==> config.mk <==
export PLATFORM = sky130hd
export DESIGN_NAME = nss_fifo
export DESIGN_NICKNAME = d
export VERILOG_FILES = /design/src/rtl/nss_pkg.sv /design/src/rtl/nss_fifo.sv
export SDC_FILE = /design/constraint.sdc
export NUM_CORES = 1
export LEC_CHECK = 0
export BUFFER_PORTS_ARGS = -buffer_cell sky130_fd_sc_hd__buf_2
export CAP_MARGIN = 5
export CORE_MARGIN = 3
export CORE_UTILIZATION = 42
export CTS_BUF_LIST = sky130_fd_sc_hd__clkbuf_16
export CTS_CLUSTER_SIZE = 10
export DETAILED_ROUTE_END_ITERATION = 16
export GPL_TIMING_DRIVEN = 0
export PLACE_DENSITY_LB_ADDON = 0.05
export SLEW_MARGIN = 10
export SYNTH_ARGS = -nofsm -noshare
export SYNTH_HDL_FRONTEND = slang
export SYNTH_SLANG_ARGS = --single-unit
==> constraint.sdc <==
create_clock -name clk -period 6 [get_ports clk]
set_input_delay 1.5 -clock clk [delete_from_list [all_inputs] [get_ports clk]]
set_output_delay 1.5 -clock clk [all_outputs]
set_load 0.01 [all_outputs]
==> src/rtl/nss_pkg.sv <==
// Shared types and constants for the nearest symbol selector.
package nss_pkg;

	localparam int SYM_W = 16;
	localparam int VAL_W = 32;
	localparam int OFF_W = 12;
	localparam int CFG_W = 32;

	// Best offset of an empty class.
	localparam logic [OFF_W:0] NoCand = 13'h1000;

	// Configuration register indexes.
	typedef enum logic [1:0] {
		REG_QUERY   = 2'd0,
		REG_CUR_ID  = 2'd1,
		REG_CUR_SET = 2'd2
	} reg_idx_t;

	// Candidate classes: global/local, in current module or another one.
	typedef enum logic [1:0] {
		CLS_GC = 2'd0,
		CLS_LC = 2'd1,
		CLS_GO = 2'd2,
		CLS_LO = 2'd3
	} cls_t;

	typedef struct packed {
		logic             is_module;
		logic [SYM_W-1:0] entry_id;
		logic [VAL_W-1:0] entry_value;
		logic             is_global;
		logic             is_suppressed;
		logic             last_entry;
	} entry_t;

	typedef struct packed {
		logic             found;
		logic [SYM_W-1:0] symbol_id;
		logic             module_valid;
		logic [SYM_W-1:0] module_id;
		logic [OFF_W-1:0] offset;
	} result_t;

	typedef struct packed {
		logic [VAL_W-1:0] query;
		logic [SYM_W-1:0] cur_id;
		logic             cur_set;
	} cfg_t;

	// Classified entry passed from front to back.
	typedef struct packed {
		logic             cand;
		cls_t             cls;
		logic [OFF_W-1:0] diff;
		logic [SYM_W-1:0] id;
		logic             mod_valid;
		logic [SYM_W-1:0] mod_id;
		logic             last;
	} item_t;

endpackage

==> src/rtl/nss_fifo.sv <==
// Two-entry queue between front and back ends.
module nss_fifo (
	input  logic           clk,
	input  logic           arst_n,
	input  logic           push,
	input  nss_pkg::item_t push_item,
	output logic           full,
	input  logic           pop,
	output logic           not_empty,
	output nss_pkg::item_t head
);

	nss_pkg::item_t mem_q [2];
	logic           wr_ptr_q;
	logic           rd_ptr_q;
	logic [1:0]     count_q;

	assign full      = (count_q == 2'd2);
	assign not_empty = (count_q != 2'd0);
	assign head      = mem_q[rd_ptr_q];

	// Storage
	always_ff @(posedge clk) begin
		if (push) begin
			mem_q[wr_ptr_q] <= push_item;
		end
	end

	// Pointers and fill count
	always_ff @(posedge clk or negedge arst_n) begin
		if (!arst_n) begin
			wr_ptr_q <= 1'b0;
			rd_ptr_q <= 1'b0;
			count_q  <= 2'd0;
		end else begin
			if (push) begin
				wr_ptr_q <= !wr_ptr_q;
			end
			if (pop) begin
				rd_ptr_q <= !rd_ptr_q;
			end
			case ({push, pop})
				2'b10:   count_q <= count_q + 2'd1;
				2'b01:   count_q <= count_q - 2'd1;
				default: count_q <= count_q;
			endcase
		end
	end

`ifndef ASSERT_OFF
	a_no_overflow: assert property (@(posedge clk) disable iff (!arst_n)
		push |-> !full)
		else $error("queue written while full");
	a_no_underflow: assert property (@(posedge clk) disable iff (!arst_n)
		pop |-> not_empty)
		else $error("queue read while empty");
	a_count_range: assert property (@(posedge clk) disable iff (!arst_n)
		count_q != 2'd3)
		else $error("queue count out of range");
`endif

endmodule

==> results.py <==
metrics = {
    "route": {
        "drt_iter0_markers": 32,
        "vias": 1844,
        "first_pass_iters": 4,
        "drc_errors": 0,
        "totalWireLength_um": 6170,
        "postRouteAntennaNets": 0,
        "vias_per_cell": 4.44,
        "wire_per_inst_um": 14.9,
    },
    "synth": {
        "synth-seq-cells": 102,
        "seq_area_frac_synth_pct": 76.5,
        "synth_area_leaders": "edfxtp_1 (74%), mux2_4 (19%), buf_12 (2.5%)",
        "synth.largest_area_cell": "edfxtp_1",
        "synthTopCellsByCount": "edfxtp_1 (98), mux2_4 (49), buf_12 (5), dfrtp_1 (4), xor2_1 (3)",
        "yosys.area_share.simple_pct": 0.661,
        "synth_top_area_share_pct": 74.0,
        "avgSynthCellArea_um2": 23.5,
        "synth_nets": 223,
        "synthXorXnorAreaFrac_pct": 1.10,
        "synthesis.area_um2": 3980,
        "synth_ff_type": "edfxtp_1",
        "synth_top_family_by_area": "multiplexers",
        "async_flop_share_pct": 3.92,
        "synth.distinct_cells": 13,
        "synth_fa_ha_area_share_pct": 0.315,
        "synth_mux_area_share_pct": 18.5,
        "synth_cells": 169,
        "synth.most_common_cell": "edfxtp_1",
        "synth_compound_area_share_pct": 0,
        "synth-edff-count": 98,
        "yosysWarningCount": 0,
    },
    "cells_and_area": {
        "syn2layout_area_growth_pct": 24.4,
        "stdcell_count": 415,
        "drive_gt1_share_pct": 60.6,
        "post-route-util_pct": 55.1,
        "layout.nets": 338,
        "num_antenna_cells": 0,
        "fillers": 736,
    },
    "place": {
        "dpl.hpwl_um": 4080,
        "dp_cells": 399,
        "gp_congestion": 0.652,
        "port_buffers": 103,
    },
    "clock_tree": {
        "cts_hold_buf": 0,
        "cts_tree": "done",
        "cts_made_buffers": 9,
        "cts.sinks": 102,
        "postCtsSetupBuffers": 0,
        "h-tree-depth": 3,
        "root_buffer": "clkbuf_16",
        "clk_pin_slew_ns": 0.06,
        "cts_max_path_buffers": 2,
        "clk_latency_ns": 0.33,
        "cts_resized": 0,
    },
    "global_routing": {
        "gr-total-overflow": 0,
        "grt_pass1_vias": 1811,
        "grt_antenna_before_repair": 0,
        "track_usage_pct": 11.7,
        "grt_max_degree": 50,
        "grt_first_pass_wirelength_um": 9030,
    },
    "power": {
        "peakVddDrop_uv": 199,
        "total_power_uw": 2300,
        "seqPwrFrac_pct": 42.9,
        "p_clk_share_pct": 22.4,
        "power.density_nw_per_um2": 465,
        "combPwrFrac_pct": 34.7,
        "switchingPower_uw": 637,
        "power.leakage_uw": 0.00201,
        "p_int_uw": 1660,
        "switching_share_pct": 27.7,
    },
    "sta": {
        "setup_tns_ns": 0,
        "max_slew_margin_pct": 48.9,
        "slew_violations": 0,
        "timing.hold.ws_ns": 0.483,
        "min_period_over_period_pct": 49.0,
        "max_freq_mhz": 340,
        "finalSetupViolations": 0,
        "skew_ns": 0.00871,
        "tightest_slew_ns": 0.764,
        "finalHoldViolCount": 0,
        "rsz0062_at_grt": "no",
        "fin_crit_ns": 2.94,
    },
    "critical_path": {
        "slowest_stage": "dfrtp_1",
        "slowest_delay_ns": 0.37,
        "cp-start-kind": "register",
        "critPathRequiredTime_ns": 4.50,
        "end_kind": "output pin",
        "arrival_ns": 1.44,
        "worstPathCellList": "buf_6 > buf_12 > mux2_4 > buf_2",
        "path_class": "reg -> out",
        "crit_fanout": 10,
    },
    "floorplanning": {
        "start_util_pct": 44.3,
        "pin_count": 104,
        "die_w_um": 103,
        "fp-row-count": 34,
        "coreArea_um2": 8980,
        "dieArea_um2": 10700,
        "die_y_um": 103,
    },
    "run_status": {
        "outcome": "completed",
    },
    "job": {
        "maxCapViolCount": 0,
    },
    "min_path": {
        "hp-class": "reg -> reg",
    },
}
## cell type report
cell class	count	area, um^2	share of cell area (%)
multi-input combinational	60	828	16.7
inverter	1	3.75	0.0759
tap	126	158	3.19
timing repair buffer	104	536	10.8
buffer	6	111	2.25
sequential	102	3040	61.5
clock inverter	7	43.8	0.885
clock buffer	9	225	4.55
## flip-flops by register name, indices dropped and copies added, names as in the netlist
name      cells
mem_q        98
wr_ptr_q      1
count_q       2
rd_ptr_q      1
## worst paths after layout
check | from | slack, ns | to | depth (start not counted)
worst max-delay path | rd_ptr_q | 3.06 | head[35] | 4
worst min-delay path | count_q[1] | 0.48 | count_q[1] | 1
worst min register to register | count_q[1] | 0.48 | count_q[1] | 1
worst max register to register | wr_ptr_q | 4.35 | mem_q[0][36] | 2
max in group asynchronous | arst_n | 4.92 | rd_ptr_q | 1
min in group asynchronous | arst_n | 0.96 | count_q[1] | 1
## power groups by stage
stage	sequential [uW]	clock [uW]	combinational (uW)
2_1_floorplan	999	0	576
4_1_cts	988	534	824
3_5_place_dp	1000	0	822
6_report	986	515	799
3_3_place_gp	1010	0	811
5_1_grt	1000	562	859
## cell usage in the layout (no fill, tap or decap), drive strengths merged
cell type / n
buf: 110
edfxtp: 98
mux2: 49
clkbuf: 9
dfrtp: 4
inv: 3
xor2: 3
clkinv: 3
xnor2: 2
clkinvlp: 2
nor2: 2
or2: 1
and2: 1
nor2b: 1
ha: 1
## cell families (layout without fill, tap and decap cells)
group	count (synthesis)	after routing
simple gates	5	5
mux	49	49
xor+xnor	5	5
fa+ha+maj	1	1
buf+inv	7	127
flops	102	102
## worst max-delay path, delay by kind of cell, from the launching register on
kind	cells	cell delay, ns
multiplexers	1	0.30
buffers and inverters	3	0.44
flip-flops	1	0.37
## per-layer routing
metal | GRT usage, % | routed length, um | vias to the layer above
li1 | - | - | 895
met1 | 14.3 | 2600 | 885
met2 | 19.0 | 3120 | 59
met3 | 3.82 | 378 | 5
met4 | 5.38 | 73 | 0
met5 | 0 | 0 | -
## through the flow
| stage | setup WS (ns) | area (um^2) |
|---|---|---|
| final | 3.06 | 4950 |
| after CTS | 3.03 | 4950 |
| after global placement | 0.430 | 4650 |
| after global routing | 2.99 | 4950 |
| after detailed placement | 3.04 | 4680 |
| after floorplan | 1.93 | 3980 |
Power figures use the tool's default switching activity.
