## src/rtl/nss_pkg.sv

```systemverilog
// Shared types and constants for the nearest symbol selector.
package nss_pkg;

	localparam int SYM_W = 16;
	localparam int VAL_W = 32;
	localparam int OFF_W = 12;
	localparam int CFG_W = 32;

	// Best offset of an empty class.
	localparam logic [OFF_W:0] NoCand = 13'h1000;

	// Configuration register indexes.
	typedef enum logic [1:0] {
		REG_QUERY   = 2'd0,
		REG_CUR_ID  = 2'd1,
		REG_CUR_SET = 2'd2
	} reg_idx_t;

	// Candidate classes: global/local, in current module or another one.
	typedef enum logic [1:0] {
		CLS_GC = 2'd0,
		CLS_LC = 2'd1,
		CLS_GO = 2'd2,
		CLS_LO = 2'd3
	} cls_t;

	typedef struct packed {
		logic             is_module;
		logic [SYM_W-1:0] entry_id;
		logic [VAL_W-1:0] entry_value;
		logic             is_global;
		logic             is_suppressed;
		logic             last_entry;
	} entry_t;

	typedef struct packed {
		logic             found;
		logic [SYM_W-1:0] symbol_id;
		logic             module_valid;
		logic [SYM_W-1:0] module_id;
		logic [OFF_W-1:0] offset;
	} result_t;

	typedef struct packed {
		logic [VAL_W-1:0] query;
		logic [SYM_W-1:0] cur_id;
		logic             cur_set;
	} cfg_t;

	// Classified entry passed from front to back.
	typedef struct packed {
		logic             cand;
		cls_t             cls;
		logic [OFF_W-1:0] diff;
		logic [SYM_W-1:0] id;
		logic             mod_valid;
		logic [SYM_W-1:0] mod_id;
		logic             last;
	} item_t;

endpackage

```

## src/rtl/nss_stream_if.sv

```systemverilog
// Valid/ready stream channel carrying one payload per beat.
interface nss_stream_if #(parameter type T = logic);
	logic valid;
	logic ready;
	T     data;

	modport source(output valid, output data, input ready);
	modport sink(input valid, input data, output ready);
endinterface

```

## src/rtl/nss_back.sv

```systemverilog
// Back end: per-class running minimum, final selection and result register.
module nss_back #(
	parameter int ID_BITS = 16
) (
	input  logic           clk,
	input  logic           arst_n,
	input  nss_pkg::cfg_t  cfg,
	input  logic           not_empty,
	input  nss_pkg::item_t head,
	output logic           pop,
	nss_stream_if.source   result
);

	localparam int IdW = (ID_BITS < nss_pkg::SYM_W) ? ID_BITS : nss_pkg::SYM_W;
	localparam int OffW = nss_pkg::OFF_W;

	logic [OffW:0]    off_q [4];
	logic [IdW-1:0]   sym_q [4];
	logic             om_v_q [2];
	logic [IdW-1:0]   om_id_q [2];
	logic             exact_q;
	logic [IdW-1:0]   xsym_q;

	logic [OffW:0]    nxt_off [4];
	logic [IdW-1:0]   nxt_sym [4];
	logic             nxt_om_v [2];
	logic [IdW-1:0]   nxt_om_id [2];
	logic             nxt_exact;
	logic [IdW-1:0]   nxt_xsym;

	logic             out_valid_q;
	nss_pkg::result_t res_q;
	nss_pkg::result_t res;
	logic             out_free;
	logic             finish;
	logic [OffW:0]    g, l, o;
	logic [nss_pkg::SYM_W-1:0] cid;

	assign out_free     = !out_valid_q || result.ready;
	assign pop          = not_empty && (!head.last || out_free);
	assign finish       = pop && head.last;
	assign result.valid = out_valid_q;
	assign result.data  = res_q;

	// Running minimum update for the popped beat
	always_comb begin
		nxt_off   = off_q;
		nxt_sym   = sym_q;
		nxt_om_v  = om_v_q;
		nxt_om_id = om_id_q;
		nxt_exact = exact_q;
		nxt_xsym  = xsym_q;
		if (pop && head.cand && !exact_q) begin
			if (head.cls == nss_pkg::CLS_GC && head.diff == '0) begin
				nxt_exact = 1'b1;
				nxt_xsym  = head.id[IdW-1:0];
			end else if ({1'b0, head.diff} < off_q[head.cls]) begin
				nxt_off[head.cls] = {1'b0, head.diff};
				nxt_sym[head.cls] = head.id[IdW-1:0];
				if (head.cls == nss_pkg::CLS_GO) begin
					nxt_om_v[0]  = head.mod_valid;
					nxt_om_id[0] = head.mod_id[IdW-1:0];
				end
				if (head.cls == nss_pkg::CLS_LO) begin
					nxt_om_v[1]  = head.mod_valid;
					nxt_om_id[1] = head.mod_id[IdW-1:0];
				end
			end
		end
	end

	// Final choice over the updated classes
	always_comb begin
		g   = nxt_off[nss_pkg::CLS_GC];
		l   = nxt_off[nss_pkg::CLS_LC];
		o   = nxt_off[nss_pkg::CLS_GO];
		cid = cfg.cur_set ? cfg.cur_id : '0;

		res.found        = 1'b0;
		res.symbol_id    = '0;
		res.module_valid = cfg.cur_set;
		res.module_id    = cid;
		res.offset       = '0;

		if (nxt_exact) begin
			res.found     = 1'b1;
			res.symbol_id = nss_pkg::SYM_W'(nxt_xsym);
		end else if (l == '0) begin
			res.found     = 1'b1;
			res.symbol_id = nss_pkg::SYM_W'(nxt_sym[nss_pkg::CLS_LC]);
		end else if (o == '0) begin
			res.found        = 1'b1;
			res.symbol_id    = nss_pkg::SYM_W'(nxt_sym[nss_pkg::CLS_GO]);
			res.module_valid = nxt_om_v[0];
			res.module_id    = nxt_om_v[0] ? nss_pkg::SYM_W'(nxt_om_id[0]) : '0;
		end else if (nxt_off[nss_pkg::CLS_LO] == '0) begin
			res.found        = 1'b1;
			res.symbol_id    = nss_pkg::SYM_W'(nxt_sym[nss_pkg::CLS_LO]);
			res.module_valid = nxt_om_v[1];
			res.module_id    = nxt_om_v[1] ? nss_pkg::SYM_W'(nxt_om_id[1]) : '0;
		end else if (g <= l && g <= o) begin
			if (g != nss_pkg::NoCand) begin
				res.found     = 1'b1;
				res.symbol_id = nss_pkg::SYM_W'(nxt_sym[nss_pkg::CLS_GC]);
				res.offset    = g[OffW-1:0];
			end
		end else if (l <= o) begin
			res.found     = 1'b1;
			res.symbol_id = nss_pkg::SYM_W'(nxt_sym[nss_pkg::CLS_LC]);
			res.offset    = l[OffW-1:0];
		end else begin
			res.found        = 1'b1;
			res.symbol_id    = nss_pkg::SYM_W'(nxt_sym[nss_pkg::CLS_GO]);
			res.module_valid = nxt_om_v[0];
			res.module_id    = nxt_om_v[0] ? nss_pkg::SYM_W'(nxt_om_id[0]) : '0;
			res.offset       = o[OffW-1:0];
		end
	end

	// Scan state, cleared after the last beat of a scan
	always_ff @(posedge clk or negedge arst_n) begin
		if (!arst_n) begin
			for (int i = 0; i < 4; i++) begin
				off_q[i] <= nss_pkg::NoCand;
				sym_q[i] <= '0;
			end
			for (int i = 0; i < 2; i++) begin
				om_v_q[i]  <= 1'b0;
				om_id_q[i] <= '0;
			end
			exact_q <= 1'b0;
			xsym_q  <= '0;
		end else if (finish) begin
			for (int i = 0; i < 4; i++) begin
				off_q[i] <= nss_pkg::NoCand;
				sym_q[i] <= '0;
			end
			for (int i = 0; i < 2; i++) begin
				om_v_q[i]  <= 1'b0;
				om_id_q[i] <= '0;
			end
			exact_q <= 1'b0;
			xsym_q  <= '0;
		end else begin
			off_q   <= nxt_off;
			sym_q   <= nxt_sym;
			om_v_q  <= nxt_om_v;
			om_id_q <= nxt_om_id;
			exact_q <= nxt_exact;
			xsym_q  <= nxt_xsym;
		end
	end

	// Result output register
	always_ff @(posedge clk or negedge arst_n) begin
		if (!arst_n) begin
			out_valid_q <= 1'b0;
		end else if (finish) begin
			out_valid_q <= 1'b1;
		end else if (result.ready) begin
			out_valid_q <= 1'b0;
		end
	end

	always_ff @(posedge clk) begin
		if (finish) begin
			res_q <= res;
		end
	end

`ifndef ASSERT_OFF
	a_clear_after_scan: assert property (@(posedge clk) disable iff (!arst_n)
		finish |=> !exact_q && off_q[0] == nss_pkg::NoCand)
		else $error("scan state not cleared after last beat");
	a_off_range: assert property (@(posedge clk) disable iff (!arst_n)
		off_q[1] <= nss_pkg::NoCand && off_q[2] <= nss_pkg::NoCand)
		else $error("class offset out of range");
	a_no_pop_on_full_out: assert property (@(posedge clk) disable iff (!arst_n)
		finish |-> out_free)
		else $error("result overwritten before taken");
	a_gc_never_zero: assert property (@(posedge clk) disable iff (!arst_n)
		off_q[0] != '0)
		else $error("global exact hit stored as a class minimum");
`endif

endmodule
```

## src/flat_wrapper.sv

```systemverilog
// flat-port wrapper written by rule: the top's interface ports become plain ports
module nss_back_flat 
#(
	parameter int ID_BITS = 16
)
  (clk, arst_n, cfg, not_empty, head, pop, result_valid, result_data, result_ready);
  nss_stream_if result_i ();
  input  logic clk;
  input  logic arst_n;
  input  nss_pkg::cfg_t cfg;
  input  logic not_empty;
  input  nss_pkg::item_t head;
  output logic pop;
  output wire logic [$bits(result_i.valid)-1:0] result_valid;
  output wire logic [$bits(result_i.data)-1:0] result_data;
  input wire logic [$bits(result_i.ready)-1:0] result_ready;
  assign result_valid = result_i.valid;
  assign result_data = result_i.data;
  assign result_i.ready = result_ready;
  nss_back #(.ID_BITS(ID_BITS)) u_core (.clk(clk), .arst_n(arst_n), .cfg(cfg), .not_empty(not_empty), .head(head), .pop(pop), .result(result_i));
endmodule
```

## config.mk

```make
export PLATFORM = sky130hd
export DESIGN_NAME = nss_back_flat
export DESIGN_NICKNAME = d
export VERILOG_FILES = /design/src/rtl/nss_pkg.sv /design/src/rtl/nss_stream_if.sv /design/src/rtl/nss_back.sv /design/src/flat_wrapper.sv
export SDC_FILE = /design/constraint.sdc
export NUM_CORES = 1
export LEC_CHECK = 0
export ABC_AREA = 1
export BUFFER_PORTS_ARGS = -buffer_cell sky130_fd_sc_hd__buf_4
export CELL_PAD_IN_SITES_DETAIL_PLACEMENT = 1
export CELL_PAD_IN_SITES_GLOBAL_PLACEMENT = 1
export CORE_MARGIN = 2
export CORE_UTILIZATION = 30
export CTS_CLUSTER_SIZE = 10
export DETAILED_ROUTE_END_ITERATION = 16
export GPL_TIMING_DRIVEN = 1
export HOLD_SLACK_MARGIN = 0.05
export PLACE_DENSITY_LB_ADDON = 0.12
export SYNTH_ARGS = -nofsm -noshare
export SYNTH_HDL_FRONTEND = slang
export SYNTH_SLANG_ARGS = --single-unit
```

## constraint.sdc

```tcl
create_clock -name clk -period 5.25 [get_ports clk]
set_input_delay 0.2625 -clock clk [delete_from_list [all_inputs] [get_ports clk]]
set_output_delay 0.2625 -clock clk [all_outputs]
set_load 0.1 [all_outputs]
```

==> impl_results.md <==
- Status: completed
- Post-CTS setup buffers: 0
- Post-placement cell area: 4610 sq um
- Most frequent cells after synthesis: nand2_1, inv_1, nor2_1, dfrtp_1, ha_1
- Post-synth top flop: dfrtp_1
- Max-cap violations: 0
- Mean Syn Cell Area: 7.25 sq um
- YS warnings: 0
- Cells after Synth: roughly 580
- RSZ-0062 raised after global routing: no
- Register Area: ~1400 sq um
- Synthesis-stage register bit count: 55
- TritonCTS buffer count: 5
- HP Class: in2async
- DRT antenna net count: 0
- Routed wire length: between 10 and 15 mm
- Die H: between 100 and 150 um
- Row cnt: 43
- Layout Skew: approximately 0.0078 ns
- Top post-synthesis cells by area: dfrtp_1, ha_1, nand2_1
- CTS sink cnt: 55
- N_diodes: 0
- Worst path arrival time: roughly 5 ns
- Startpoint type of the worst setup path: primary input
- Drt via density: approximately 5.0
- CP endpoint kind: flop
- Most frequent cell after synthesis: nand2_1
- Critical path required time: 5.32 ns
- Fin. max-slew vios: 0
- Post-CTS sizing: 0
- Filler cell count: between 1500 and 2000
- I/O pin count: roughly 110
- Die area: approximately 15000 sq um
- Post-route insts no fill: ~800
- Tightest Pin Transition: ~0.97 ns
- Final hold vios: 0
- Starting Density: between 30% and 40%
- CTS max path bufs: 2
- Finish-stage setup viols: 0
- Initial antenna violation count: 0
- Util after Layout: between 30% and 40%
- Share of synthesized flip-flops with an asynchronous set or reset: a little over nine tenths
- Crit-path max FO: 19
- Global-route wire length before repair: around 22 mm
- Drc violations: 0
- PortBufs: 22
- Root Driver: clkbuf_16
- Clk_lat worst skew: 0.31 ns
- GR Layer Usage met1: a little over a quarter
- Post-synth top area cell: dfrtp_1
- Area Growth Syn to Fin: 14.0%
- Congestion Overflow GR: 0
- Clock Pin Slew Worst Setup and Hold Paths: ~0.080 ns
- Sequential element share of the synthesized area: between 30 and 40%
- Cell Pwr Density: ~300 nW/um^2
- H-tree depth: 2
- Final net count: roughly 760
- WL per Instance: around 18 um
- Placed insts: roughly 800
- Post-Route Setup TNS: 0 ns
- Cell Area, Synth: roughly 4200 sq um
- Multi-input logic area: about 2400 sq um
- Final min period: 4.81 ns
- Number of synthesized flops with an enable pin: 1
- Finished Cell Area: 4780 sq um
- Slew headroom: a little over a third
- Fraction of met3 tracks used by global routing: 1.92%
- Syn nets: between 700 and 800
- Static Leakage: around 2.5 nW
- Met2 usage: 32.5%
- Ratio of final minimum period to clock period: 91.6%
- DR iter-0 viols: roughly 240
- Share of the synthesized area in the top cell type: about 30%
- Most Crowded Layer GR: met2
- Largest net degree at the start of global routing: 55
- Die X: between 100 and 150 um
- Placer Congestion: 0.849
- Core outline area: 13800 sq um
- CP Class: in2reg
- First-pass iteration count of the detailed router: 5
- Worst vdd ir: about 0.12 mV
- All-Layer GR Usage: about a fifth
- Hpwl dp: 11.0 mm
- CTS tree: built
- Distinct cells, synth: 37
- Minimum hold slack: 0.0193 ns
- Vias in the first global route: ~4200
- Layout cell share with drive strength beyond 1: a little over a tenth
- Vias: ~4000
- Fmax: 208 MHz
- CTS hold repair buffers: 0
metrics by stage:
step	worst slack, ns	total power [mW]
floorplan	1.05	0.870
finish	0.439	1.44
global placement	0.203	1.03
global route	0.0219	1.55
CTS	0.449	1.45
detailed placement	0.110	1.05
cells by family (layout without fill, tap and decap cells):
family                     count (synthesis)  in the layout  synth area share, %
DFF                                       55             55                 33.1
AOI/OAI and AO/OA                        113            113                 15.7
adders and majority gates                 46             46                 13.7
and+or+nand+nor                          271            271                 28.3
buffers and inverters                     93            123                 9.16
per-layer routing:
metal | share of wire (%) | wire length, um
met1 | 49 | 6820
met2 | 46 | 6460
met3 | 3.2 | 441
met4 | 1.4 | 194
met5 | 0 | 0
final timing paths:
path / slack, ns / cells after the start / endpoint / from
min reg2reg: 0.52 / 2 / u_core.exact_q$_DFF_PN0_ / u_core.exact_q$_DFF_PN0_
max: 0.44 / 23 / u_core.result.data$_SDFFCE_PP0P_ / head[47]
max reg2reg: 0.63 / 24 / u_core.result.data$_SDFFCE_PP0P_ / u_core.off_q[37]$_DFF_PN0_
max in group asynchronous: 4.72 / 1 / u_core.off_q[13]$_DFF_PN0_ / arst_n
min in group clk: 0.21 / 4 / u_core.result.valid$_DFFE_PN0P_ / result_ready
min: 0.02 / 1 / u_core.off_q[9]$_DFF_PN0_ / arst_n
registers in the layout, indices dropped and copies added (netlist names):
register and flops:
u_core.off_q 52, u_core.result.data 1, u_core.result.valid 1, u_core.exact_q 1
layout by cell type, fill, tap and decap left out, types with 5 or more instances in the layout:
| cell | count |
|---|---|
| nand4_1 | 20 |
| dfrtp_1 | 50 |
| o21ai_1 | 10 |
| buf_4 | 39 |
| clkbuf_16 | 5 |
| ha_1 | 46 |
| nand3_1 | 19 |
| a221oi_1 | 11 |
| nand2_1 | 147 |
| o21ai_0 | 43 |
| a21oi_1 | 31 |
| a211oi_1 | 11 |
| inv_1 | 73 |
| nor2_1 | 68 |
cell type report:
cell class	instances	area share (%)
well taps	180	4.71
repair buffers	39	6.13
flip-flops and latches	55	29.0
multi-input cells	430	50.7
inverters	76	5.97
clock inverters	2	0.786
clock buffers	6	2.70
critical path: stages:
cell,delay (ns)
buf_4,0.14
inv_1,0.12
nand2_1,0.29
o21ai_0,0.36
a221oi_1,0.10
ha_1,0.32
and3_1,0.17
nand2_1,0.09
nor2_1,0.21
nand2_2,0.12
nand2_4,0.17
nor2_8,0.10
o21ai_0,0.66
ha_1,0.38
nand4_1,0.18
a21oi_1,0.08
a2111oi_0,0.58
buf_4,0.22
nand2_1,0.05
nand2_1,0.09
nand3_1,0.08
nand2_1,0.06
nor2_1,0.04
where the power goes:
group	switching [mW]	total [mW]	internal, mW	leakage, nW
Combinational	0.346	0.536	0.189	1.71
Sequential	0.0279	0.503	0.475	0.721
Clock	0.172	0.398	0.226	0.0771
Total	0.546	1.44	0.890	2.51
Note: power is estimated with default switching activity, not from simulation.
